===== src/rtl/cfa_subpath_log_compressor_unit_defines.svh =====
// Assertion macros shared by the sub-path log compressor modules.
`ifndef CFA_SUBPATH_LOG_COMPRESSOR_UNIT_DEFINES_SVH
`define CFA_SUBPATH_LOG_COMPRESSOR_UNIT_DEFINES_SVH

// A condition that holds at every clock edge outside reset.
`define CFA_SLC_ASSERT(label, cond, msg) \
   label: assert property (@(posedge clock) disable iff (reset) (cond)) else $error(msg);

// A condition that must hold in the cycle after its antecedent.
`define CFA_SLC_ASSERT_NEXT(label, ante, cons, msg) \
   label: assert property (@(posedge clock) disable iff (reset) (ante) |=> (cons)) \
      else $error(msg);

`endif


===== src/rtl/cfa_slc_pkg.sv =====
// Types, codes and defaults shared by the sub-path log compressor.
`default_nettype none
package cfa_slc_pkg;

   localparam int DEF_NUM_PATTERNS    = 8;
   localparam int DEF_MAX_PATTERN_LEN = 6;
   localparam int DEF_LOG_DEPTH       = 4096;

   localparam logic [31:0] COUNTER_START = 32'hffff0002;

   localparam logic [1:0] OP_TRACE   = 2'd0;
   localparam logic [1:0] OP_TABLE   = 2'd1;
   localparam logic [1:0] OP_RESTART = 2'd2;

   localparam logic [2:0] SLOT_LEN = 3'd6;
   localparam logic [2:0] SLOT_ID  = 3'd7;

   localparam logic [2:0] KIND_NONE     = 3'd0;
   localparam logic [2:0] KIND_TRACE    = 3'd1;
   localparam logic [2:0] KIND_SET_WORD = 3'd2;
   localparam logic [2:0] KIND_SET_LEN  = 3'd3;
   localparam logic [2:0] KIND_SET_ID   = 3'd4;
   localparam logic [2:0] KIND_RESTART  = 3'd5;

   typedef struct packed {
      logic [1:0]  op;
      logic [31:0] addr;
      logic [2:0]  pat_index;
      logic [2:0]  pat_slot;
   } req_word_type;

   typedef struct packed {
      logic        log_write;
      logic [11:0] log_index;
      logic [31:0] log_value;
   } rsp_word_type;

   typedef struct packed {
      logic [2:0]  kind;
      logic [31:0] addr;
      logic [2:0]  pat_index;
      logic [2:0]  pat_slot;
   } cmd_type;

   typedef struct packed {
      logic        trace;
      logic        restart;
      logic        compress;
      logic [31:0] addr;
      logic        hit;
      logic [2:0]  hit_len;
      logic [31:0] hit_id;
      logic        mon_zero;
   } stage_type;

endpackage
`default_nettype wire


===== src/rtl/cfa_slc_front.sv =====
// Front end: accepts request words, classifies them and queues them for the back end.
`default_nettype none
`include "cfa_subpath_log_compressor_unit_defines.svh"
module cfa_slc_front
   import cfa_slc_pkg::*;
#(
   parameter int NUM_PATTERNS    = DEF_NUM_PATTERNS,
   parameter int MAX_PATTERN_LEN = DEF_MAX_PATTERN_LEN
) (
   input  wire logic         clock,
   input  wire logic         reset,
   input  wire logic         req_valid,
   output logic              req_stall,
   input  wire req_word_type req_word,
   output logic              head_valid,
   output cmd_type           head,
   input  wire logic         pop
);

   cmd_type    entries_ff [2];
   logic       wr_ptr_ff, wr_ptr_in;
   logic       rd_ptr_ff, rd_ptr_in;
   logic [1:0] count_ff, count_in;
   logic       push;
   cmd_type    cmd;

   always_comb begin
      cmd.addr      = req_word.addr;
      cmd.pat_index = req_word.pat_index;
      cmd.pat_slot  = req_word.pat_slot;
      case (req_word.op)
         OP_TRACE: begin
            cmd.kind = KIND_TRACE;
         end
         OP_TABLE: begin
            if ({29'd0, req_word.pat_index} >= 32'(NUM_PATTERNS)) begin
               cmd.kind = KIND_NONE;
            end else if (req_word.pat_slot == SLOT_ID) begin
               cmd.kind = KIND_SET_ID;
            end else if (req_word.pat_slot == SLOT_LEN) begin
               cmd.kind = KIND_SET_LEN;
            end else if ({29'd0, req_word.pat_slot} < 32'(MAX_PATTERN_LEN)) begin
               cmd.kind = KIND_SET_WORD;
            end else begin
               cmd.kind = KIND_NONE;
            end
         end
         OP_RESTART: begin
            cmd.kind = KIND_RESTART;
         end
         default: begin
            cmd.kind = KIND_NONE;
         end
      endcase
   end

   assign req_stall  = (count_ff == 2'd2);
   assign push       = req_valid && !req_stall;
   assign head_valid = (count_ff != 2'd0);
   assign head       = entries_ff[rd_ptr_ff];

   always_comb begin
      wr_ptr_in = push ? !wr_ptr_ff : wr_ptr_ff;
      rd_ptr_in = pop ? !rd_ptr_ff : rd_ptr_ff;
      count_in  = count_ff + {1'b0, push} - {1'b0, pop};
   end

   always_ff @(posedge clock) begin
      if (reset) begin
         wr_ptr_ff <= 1'b0;
         rd_ptr_ff <= 1'b0;
         count_ff  <= 2'd0;
      end else begin
         wr_ptr_ff <= wr_ptr_in;
         rd_ptr_ff <= rd_ptr_in;
         count_ff  <= count_in;
      end
   end

   always_ff @(posedge clock) begin
      if (push) begin
         entries_ff[wr_ptr_ff] <= cmd;
      end
   end

   `CFA_SLC_ASSERT(a_front_depth, count_ff != 2'd3, "Queue holds more than two words.")
   `CFA_SLC_ASSERT_NEXT(a_front_fill, push && !pop, count_ff == $past(count_ff) + 2'd1,
      "Queue count did not follow a lone push.")

endmodule
`default_nettype wire


===== src/rtl/cfa_slc_match.sv =====
// Back end first stage: pattern table and sub-path matching across all patterns.
`default_nettype none
`include "cfa_subpath_log_compressor_unit_defines.svh"
module cfa_slc_match
   import cfa_slc_pkg::*;
#(
   parameter int NUM_PATTERNS    = DEF_NUM_PATTERNS,
   parameter int MAX_PATTERN_LEN = DEF_MAX_PATTERN_LEN
) (
   input  wire logic    clock,
   input  wire logic    reset,
   input  wire logic    compress_enable,
   input  wire logic    head_valid,
   input  wire cmd_type head,
   output logic         pop,
   output logic         out_valid,
   output stage_type    out_word,
   input  wire logic    out_ready
);

   localparam int IdxW = (NUM_PATTERNS > 1) ? $clog2(NUM_PATTERNS) : 1;
   localparam int SlotW = (MAX_PATTERN_LEN > 1) ? $clog2(MAX_PATTERN_LEN) : 1;

   logic [31:0] words_ff [NUM_PATTERNS][MAX_PATTERN_LEN];
   logic [31:0] ids_ff [NUM_PATTERNS];
   logic [NUM_PATTERNS-1:0][2:0] len_ff, len_in;
   logic [NUM_PATTERNS-1:0][2:0] prog_ff, prog_in;
   logic [NUM_PATTERNS-1:0]      mon_ff, mon_in;
   logic                         valid_ff, valid_in;
   stage_type                    stage_ff, stage_in;

   logic [NUM_PATTERNS-1:0]      eq_cur, eq_first;
   logic [NUM_PATTERNS-1:0][2:0] nxt_prog;
   logic [NUM_PATTERNS-1:0]      nxt_mon;
   logic                         done;
   logic [IdxW-1:0]              last;
   logic [IdxW-1:0]              wr_idx;
   logic [2:0]                   sat_len;

   assign pop       = head_valid && (!valid_ff || out_ready);
   assign out_valid = valid_ff;
   assign out_word  = stage_ff;
   assign wr_idx    = head.pat_index[IdxW-1:0];
   assign sat_len   = (head.addr > 32'(MAX_PATTERN_LEN)) ? 3'(MAX_PATTERN_LEN) : head.addr[2:0];

   always_comb begin
      logic [2:0] k;
      for (int i = 0; i < NUM_PATTERNS; i++) begin
         k = (prog_ff[i] >= 3'(MAX_PATTERN_LEN)) ? 3'(MAX_PATTERN_LEN - 1) : prog_ff[i];
         eq_cur[i]   = (head.addr == words_ff[i][k[SlotW-1:0]]);
         eq_first[i] = (head.addr == words_ff[i][0]);
      end
   end

   always_comb begin
      logic [2:0] p1;
      logic [2:0] np;
      logic       nm;
      logic       comp;
      done     = 1'b0;
      last     = '0;
      nxt_prog = prog_ff;
      nxt_mon  = mon_ff;
      for (int i = 0; i < NUM_PATTERNS; i++) begin
         p1 = prog_ff[i] + 3'd1;
         if (done) begin
            np   = eq_first[i] ? 3'd1 : 3'd0;
            nm   = eq_first[i];
            comp = eq_first[i] && (len_ff[i] == 3'd1);
         end else if (eq_cur[i]) begin
            np   = p1;
            nm   = 1'b1;
            comp = (p1 == len_ff[i]);
         end else if (mon_ff[i]) begin
            np   = eq_first[i] ? 3'd1 : 3'd0;
            nm   = eq_first[i];
            comp = 1'b0;
         end else begin
            np   = prog_ff[i];
            nm   = 1'b0;
            comp = 1'b0;
         end
         if (len_ff[i] != 3'd0) begin
            nxt_prog[i] = np;
            nxt_mon[i]  = nm;
            if (comp) begin
               done = 1'b1;
               last = IdxW'(i);
            end
         end
      end
      for (int j = 0; j < NUM_PATTERNS; j++) begin
         if (done && (IdxW'(j) <= last)) begin
            nxt_prog[j] = 3'd0;
            nxt_mon[j]  = 1'b0;
         end
      end
   end

   always_comb begin
      len_in   = len_ff;
      prog_in  = prog_ff;
      mon_in   = mon_ff;
      valid_in = pop ? 1'b1 : (out_ready ? 1'b0 : valid_ff);
      stage_in.trace    = (head.kind == KIND_TRACE);
      stage_in.restart  = (head.kind == KIND_RESTART);
      stage_in.compress = compress_enable;
      stage_in.addr     = head.addr;
      stage_in.hit      = compress_enable && done;
      stage_in.hit_len  = len_ff[last];
      stage_in.hit_id   = ids_ff[last];
      stage_in.mon_zero = (nxt_mon == '0);
      if (pop) begin
         case (head.kind)
            KIND_TRACE: begin
               if (compress_enable) begin
                  prog_in = nxt_prog;
                  mon_in  = nxt_mon;
               end
            end
            KIND_SET_LEN: begin
               len_in[wr_idx]  = sat_len;
               prog_in[wr_idx] = 3'd0;
               mon_in[wr_idx]  = 1'b0;
            end
            KIND_RESTART: begin
               prog_in = '0;
               mon_in  = '0;
            end
            default: begin
            end
         endcase
      end
   end

   always_ff @(posedge clock) begin
      if (reset) begin
         len_ff   <= '0;
         prog_ff  <= '0;
         mon_ff   <= '0;
         valid_ff <= 1'b0;
      end else begin
         len_ff   <= len_in;
         prog_ff  <= prog_in;
         mon_ff   <= mon_in;
         valid_ff <= valid_in;
      end
   end

   always_ff @(posedge clock) begin
      if (pop) begin
         stage_ff <= stage_in;
      end
      if (pop && (head.kind == KIND_SET_WORD)) begin
         words_ff[wr_idx][head.pat_slot[SlotW-1:0]] <= head.addr;
      end
      if (pop && (head.kind == KIND_SET_ID)) begin
         ids_ff[wr_idx] <= head.addr;
      end
   end

   `CFA_SLC_ASSERT_NEXT(a_match_restart, pop && (head.kind == KIND_RESTART),
      (mon_ff == '0) && (prog_ff == '0), "Restart left match progress behind.")
   `CFA_SLC_ASSERT_NEXT(a_match_bypass, pop && (head.kind == KIND_TRACE) && !compress_enable,
      prog_ff == $past(prog_ff), "Progress moved with compression off.")

endmodule
`default_nettype wire


===== src/rtl/cfa_slc_log.sv =====
// Back end second stage: log position, sub-path rewind and repeat counting.
`default_nettype none
`include "cfa_subpath_log_compressor_unit_defines.svh"
module cfa_slc_log
   import cfa_slc_pkg::*;
#(
   parameter int LOG_DEPTH = DEF_LOG_DEPTH
) (
   input  wire logic      clock,
   input  wire logic      reset,
   input  wire logic      in_valid,
   input  wire stage_type in_word,
   output logic           in_ready,
   output logic           rsp_valid,
   input  wire logic      rsp_stall,
   output rsp_word_type   rsp_word
);

   localparam int PosW = $clog2(LOG_DEPTH);
   localparam logic [PosW+1:0] Depth  = (PosW + 2)'(LOG_DEPTH);
   localparam logic [PosW+1:0] Depth2 = (PosW + 2)'(2 * LOG_DEPTH);

   logic [PosW-1:0] pos_ff, pos_in;
   logic            repeating_ff, repeating_in;
   logic [31:0]     counter_ff, counter_in;
   logic [31:0]     last_id_ff, last_id_in;
   logic [PosW-1:0] last_pos_ff, last_pos_in;
   logic            valid_ff, valid_in;
   rsp_word_type    rsp_ff, rsp_in;

   logic            load;
   logic [PosW+1:0] pos_x, len_x;
   logic [PosW-1:0] active;
   logic [PosW-1:0] pos_next, pos_back, last_next;
   logic            same;
   logic [PosW+11:0] index_x;

   function automatic logic [PosW-1:0] wrap(input logic [PosW+1:0] t);
      logic [PosW+1:0] r;
      if (t >= Depth2) begin
         r = t - Depth2;
      end else if (t >= Depth) begin
         r = t - Depth;
      end else begin
         r = t;
      end
      return r[PosW-1:0];
   endfunction

   assign in_ready  = !valid_ff || !rsp_stall;
   assign load      = in_valid && in_ready;
   assign rsp_valid = valid_ff;
   assign rsp_word  = rsp_ff;

   assign pos_x     = {2'b00, pos_ff};
   assign len_x     = (PosW + 2)'(in_word.hit_len);
   assign active    = wrap(pos_x + Depth + (PosW + 2)'(2) - len_x);
   assign pos_back  = wrap(pos_x + Depth + (PosW + 2)'(1) - len_x);
   assign pos_next  = wrap(pos_x + (PosW + 2)'(1));
   assign last_next = wrap({2'b00, last_pos_ff} + (PosW + 2)'(1));
   assign same      = (last_id_ff == in_word.hit_id) && (last_next == active);

   always_comb begin
      logic [31:0] val;
      pos_in       = pos_ff;
      repeating_in = repeating_ff;
      counter_in   = counter_ff;
      last_id_in   = last_id_ff;
      last_pos_in  = last_pos_ff;
      val          = 32'd0;
      valid_in     = load ? 1'b1 : (rsp_stall ? valid_ff : 1'b0);
      if (in_word.trace) begin
         if (!in_word.hit) begin
            pos_in = pos_next;
            val    = in_word.addr;
            if (in_word.compress && in_word.mon_zero) begin
               repeating_in = 1'b0;
               counter_in   = COUNTER_START;
            end
         end else if (!repeating_ff && !same) begin
            pos_in      = active;
            val         = in_word.hit_id;
            last_id_in  = in_word.hit_id;
            last_pos_in = active;
         end else if (!repeating_ff) begin
            repeating_in = 1'b1;
            pos_in       = active;
            last_pos_in  = last_next;
            val          = counter_ff;
         end else if (same) begin
            counter_in = counter_ff + 32'd1;
            pos_in     = pos_back;
            val        = counter_ff + 32'd1;
         end else begin
            repeating_in = 1'b0;
            counter_in   = COUNTER_START;
            pos_in       = active;
            val          = in_word.hit_id;
            last_id_in   = in_word.hit_id;
            last_pos_in  = active;
         end
      end else if (in_word.restart) begin
         pos_in       = '0;
         repeating_in = 1'b0;
         counter_in   = COUNTER_START;
         last_id_in   = 32'd0;
         last_pos_in  = '0;
      end
      index_x          = {12'd0, pos_in};
      rsp_in.log_write = in_word.trace;
      rsp_in.log_index = index_x[11:0];
      rsp_in.log_value = val;
   end

   always_ff @(posedge clock) begin
      if (reset) begin
         pos_ff       <= '0;
         repeating_ff <= 1'b0;
         counter_ff   <= COUNTER_START;
         last_id_ff   <= 32'd0;
         last_pos_ff  <= '0;
         valid_ff     <= 1'b0;
      end else begin
         valid_ff <= valid_in;
         if (load) begin
            pos_ff       <= pos_in;
            repeating_ff <= repeating_in;
            counter_ff   <= counter_in;
            last_id_ff   <= last_id_in;
            last_pos_ff  <= last_pos_in;
         end
      end
   end

   always_ff @(posedge clock) begin
      if (load) begin
         rsp_ff <= rsp_in;
      end
   end

   `CFA_SLC_ASSERT(a_log_quiet, !(valid_ff && !rsp_ff.log_write) || (rsp_ff.log_value == 32'd0),
      "A word without a log write carries a value.")

endmodule
`default_nettype wire


===== src/rtl/cfa_subpath_log_compressor_unit.sv =====
// Top level of the control-flow log writer with sub-path compression.
// One word is taken per clock cycle while neither side stalls. Each word is registered in
// the two-word input queue, then after the eight parallel pattern comparators and their
// priority chain, then after the log position and repeat counter update. Queue and output
// registers let either side stall on its own. The one configuration bit turns compression
// on; the user must write it only while the block is idle; the block does not enforce this.
`default_nettype none
module cfa_subpath_log_compressor_unit
   import cfa_slc_pkg::*;
#(
   parameter int NUM_PATTERNS    = DEF_NUM_PATTERNS,
   parameter int MAX_PATTERN_LEN = DEF_MAX_PATTERN_LEN,
   parameter int LOG_DEPTH       = DEF_LOG_DEPTH
) (
   input  wire logic         clock,
   input  wire logic         reset,
   input  wire logic         csr_write_enable,
   input  wire logic         csr_write_data,
   input  wire logic         req_valid,
   output logic              req_stall,
   input  wire req_word_type req_word,
   output logic              rsp_valid,
   input  wire logic         rsp_stall,
   output rsp_word_type      rsp_word
);

   logic      compress_ff, compress_in;
   logic      head_valid;
   cmd_type   head;
   logic      pop;
   logic      stage_valid;
   stage_type stage_word;
   logic      stage_ready;

   assign compress_in = csr_write_enable ? csr_write_data : compress_ff;

   always_ff @(posedge clock) begin
      if (reset) begin
         compress_ff <= 1'b0;
      end else begin
         compress_ff <= compress_in;
      end
   end

   cfa_slc_front #(
      .NUM_PATTERNS    (NUM_PATTERNS),
      .MAX_PATTERN_LEN (MAX_PATTERN_LEN)
   ) u_front (
      .clock      (clock),
      .reset      (reset),
      .req_valid  (req_valid),
      .req_stall  (req_stall),
      .req_word   (req_word),
      .head_valid (head_valid),
      .head       (head),
      .pop        (pop)
   );

   cfa_slc_match #(
      .NUM_PATTERNS    (NUM_PATTERNS),
      .MAX_PATTERN_LEN (MAX_PATTERN_LEN)
   ) u_match (
      .clock           (clock),
      .reset           (reset),
      .compress_enable (compress_ff),
      .head_valid      (head_valid),
      .head            (head),
      .pop             (pop),
      .out_valid       (stage_valid),
      .out_word        (stage_word),
      .out_ready       (stage_ready)
   );

   cfa_slc_log #(
      .LOG_DEPTH (LOG_DEPTH)
   ) u_log (
      .clock     (clock),
      .reset     (reset),
      .in_valid  (stage_valid),
      .in_word   (stage_word),
      .in_ready  (stage_ready),
      .rsp_valid (rsp_valid),
      .rsp_stall (rsp_stall),
      .rsp_word  (rsp_word)
   );

endmodule
`default_nettype wire


===== config.mk =====
export PLATFORM = sky130hd
export DESIGN_NAME = cfa_subpath_log_compressor_unit
export DESIGN_NICKNAME = d
export VERILOG_FILES = /design/src/rtl/cfa_slc_pkg.sv /design/src/rtl/cfa_slc_front.sv /design/src/rtl/cfa_slc_match.sv /design/src/rtl/cfa_slc_log.sv /design/src/rtl/cfa_subpath_log_compressor_unit.sv
export VERILOG_INCLUDE_DIRS = /design/src /design/src/rtl
export SDC_FILE = /design/constraint.sdc
export NUM_CORES = 2
export LEC_CHECK = 0
export BUFFER_PORTS_ARGS = -buffer_cell sky130_fd_sc_hd__buf_2
export CAP_MARGIN = 10
export CELL_PAD_IN_SITES_DETAIL_PLACEMENT = 0
export CELL_PAD_IN_SITES_GLOBAL_PLACEMENT = 1
export CORE_MARGIN = 2
export CORE_UTILIZATION = 58
export DETAILED_ROUTE_END_ITERATION = 12
export HOLD_SLACK_MARGIN = 0.02
export PLACE_DENSITY = 0.9
export SLEW_MARGIN = 20
export SYNTH_ARGS = -nofsm -noshare
export SYNTH_HDL_FRONTEND = slang
export SYNTH_SLANG_ARGS = --single-unit

===== constraint.sdc =====
create_clock -name clock -period 18.7 [get_ports clock]
set_clock_uncertainty 0.2 [all_clocks]
set_input_delay 3.74 -clock clock [delete_from_list [all_inputs] [get_ports clock]]
set_output_delay 3.74 -clock clock [all_outputs]
set_load 0.02 [all_outputs]

==> qor.yml <==
clk_pin_slew_ps: 60
pre_cts_slack_ps: 10210
ant_nets: 0
ys_seq_area_frac: 0.659
cts-root-buf: "clkbuf_16"
cts_resized: 0
fin_ws_ps: 10010
peakVddDrop_uv: 114
clock_latency_ps: 880
route.met3.wl_mm: 38.9
holdPathEnd: "u_match.mon_ff[7]"
start_kind: "flip-flop"
min_path_cells: 2
first_global_vias: 60100
top_layer_used: "met5"
synth_fp_nets: 6664
io_buffers: 92
grtUsageTotal: 0.342
end_kind: "flip-flop"
antenna_found_initial: 15
critPathSlowestCell: "nor3_2"
vias: 62600
ff2ff_setup_slack_ps: 10010
reg2reg_depth: 16
hold_buffers: 0
tns_ps: 0
netlist_area_um2: 95400
power_density_nw_per_um2: 121
max_stage_delay_ps: 870
post_cts_buffers: 0
routed_wl_mm: 291
hp-class: "reg -> reg"
area_growth_pct: 12.1
post-route-util: 0.656
place_inst: 8683
syn_inst: 6573
tightest_slew_ps: 1230
async_flop_share: 0
yosysWarnings: 0
post_drt_wl_per_cell_um: 31.9
cts_buffers: 210
regToRegEndpoint: "u_match.prog_ff[5]"
post-route-min-period_ps: 8690
setup_viol: 0
avgSynthCellArea_um2: 14.5
critical_path_class: "reg -> reg"
drtIter0Drc: 9443
globalplace.congestion: 0.996
path_max_fanout: 36
ys_ff_latch: 2144
regArea_um2: 62900
synth_edf_count: 1991
crit_family: "simple AND/OR/NAND/NOR gates"
synth_area_leaders: "edfxtp_1 (63%), xnor2_1 (4.8%), mux4_2 (4.6%), mux2i_1 (3.6%), dfxtp_1 (3.2%)"
viasPerCell: 6.87
boundaryPins: 93
yosysTopAreaCell: "edfxtp_1"
p_leak_nw: 35.2
multi_input_area_um2: 31100
dp_hpwl_mm: 178
die_area_um2: 168000
dr.pass1.iters: 8
wl_met1_mm: 106
grt_pass1_wl_mm: 416
whs_ps: 286
route.met2.wl_mm: 130
cts_num_sinks: 2144
status: "finished, final reports clean"
fill_cells: 11000
max_freq_mhz: 115
cap_violations: 0
grt_max_degree: 82
crit_arrival_ps: 9270
cts_buffer_depth: 3
critPathBufInv: 4
yosys.area.top_type_share: 0.626
drive_above_1_share: 0.164
crit_chain: "buf_4 > mux2i_4 > buf_4 > inv_2 > buf_4 > xnor2_1 > nand4_1 > nor4_1 > nand3_1 > and3_1 > o22ai_1 > nand3_1 > nor3_2 > nand4_1 > or4_1 > o21ai_1"
slew_headroom: 0.161
cts_tree: "yes"
final_cells: 9102
final-hold-violation-count: 0
final_cell_mix: "edfxtp_1 (1991), xnor2_1 (525), nand2_1 (402)"
num_rows: 148
die_width_um: 410
cts_max_level: 4
min_period_over_period: 0.465
min_from: "u_match.mon_ff[7]"
post-route-drc-count: 0
rsz0062_at_grt: "no"
overflow: 0
start_util: 0.585
core_region_area_um2: 163000
netlist-cell-type-count: 99
synth-main-ff-cell: "edfxtp_1"
required_ps: 19280
path_common_cell: "buf_4"
die_h_um: 410
drv_slew: 0
layout_commonest_cell: "edfxtp_1"
final_nets: 6826
-- routing by layer --
metal	global-route usage	vias to the layer above
met1	0.464	31300
met3	0.0895	787
met2	0.511	4702
li1	-	25800
met4	0.173	10
met5	0.00489	-
-- worst min-delay path, cell delays in order, from the launching register on --
cell     delay [ps]
dfxtp_1         320
nand2_1          60
a21oi_1          60
-- report_power, final --
part	internal (mW)	switching [mW]	total (mW)
Combinational	0.678	1.96	2.64
Clock	2.51	1.87	4.38
Sequential	5.81	0.124	5.93
-- state kept, by name, summed over array words and instances, names as in the netlist, 32 cells and up, named ones only --
name / cells
u_front.entries_ff: 82
u_match.out_word: 72
u_log.last_id_ff: 32
u_log.rsp_word: 45
u_match.ids_ff: 256
u_match.words_ff: 1536
u_log.counter_ff: 32
-- final cells by class --
type	count	area share
Antenna cell	8	0.000187
Clock buffer	266	0.0526
Clock inverter	130	0.0140
Inverter	113	0.00400
Multi-Input combinational cell	3935	0.291
Sequential cell	2144	0.588
Tap cell	2175	0.0254
Timing Repair Buffer	331	0.0253
-- Yosys cell counts, drive strengths merged (100+ instances only) --
cell,n
a21oi,226
buf,189
clkbuf,192
dfxtp,153
edfxtp,1991
inv,100
mux2i,363
mux4,193
nand2,403
nand3,136
nor2,310
nor4,137
o21ai,238
xnor2,525
-- stage by stage --
stage / power (mW) / cell area (um^2)
after floorplan: 7.31 / 95400
after global placement: 8.50 / 99200
after detailed placement: 8.55 / 99500
after CTS: 12.9 / 107000
after global routing: 13.2 / 107000
final: 12.9 / 107000
-- worst max path at each step --
| stage | startpoint | to | cells past startpoint |
|---|---|---|---|
| floorplan | rsp_stall | u_match.words_ff[1][64] | 8 |
| global placement | u_match.prog_ff[21] | u_match.out_word[27] | 19 |
| detailed placement | u_match.prog_ff[21] | u_match.out_word[27] | 19 |
| CTS | u_match.prog_ff[21] | u_match.out_word[15] | 19 |
| global route | flip-flop | u_match.prog_ff[5] | 17 |
| finish | flip-flop | u_match.prog_ff[5] | 16 |
-- cells by family (layout without fill, tap and decap cells) --
kind of cell | after synthesis | after routing | share of synthesized area
AO/OA/AOI/OAI | 1066 | 1066 | 0.0757
AND/OR/NAND/NOR | 1595 | 1595 | 0.0874
multiplexers | 641 | 641 | 0.0953
XOR/XNOR | 588 | 588 | 0.0541
other | 0 | 8 | 0
buffers and inverters | 494 | 840 | 0.0230
flip-flops | 2144 | 2144 | 0.659
adder cells (fa/ha/maj) | 45 | 45 | 0.00606
No activity file was read; power rests on OpenSTA's default activity.
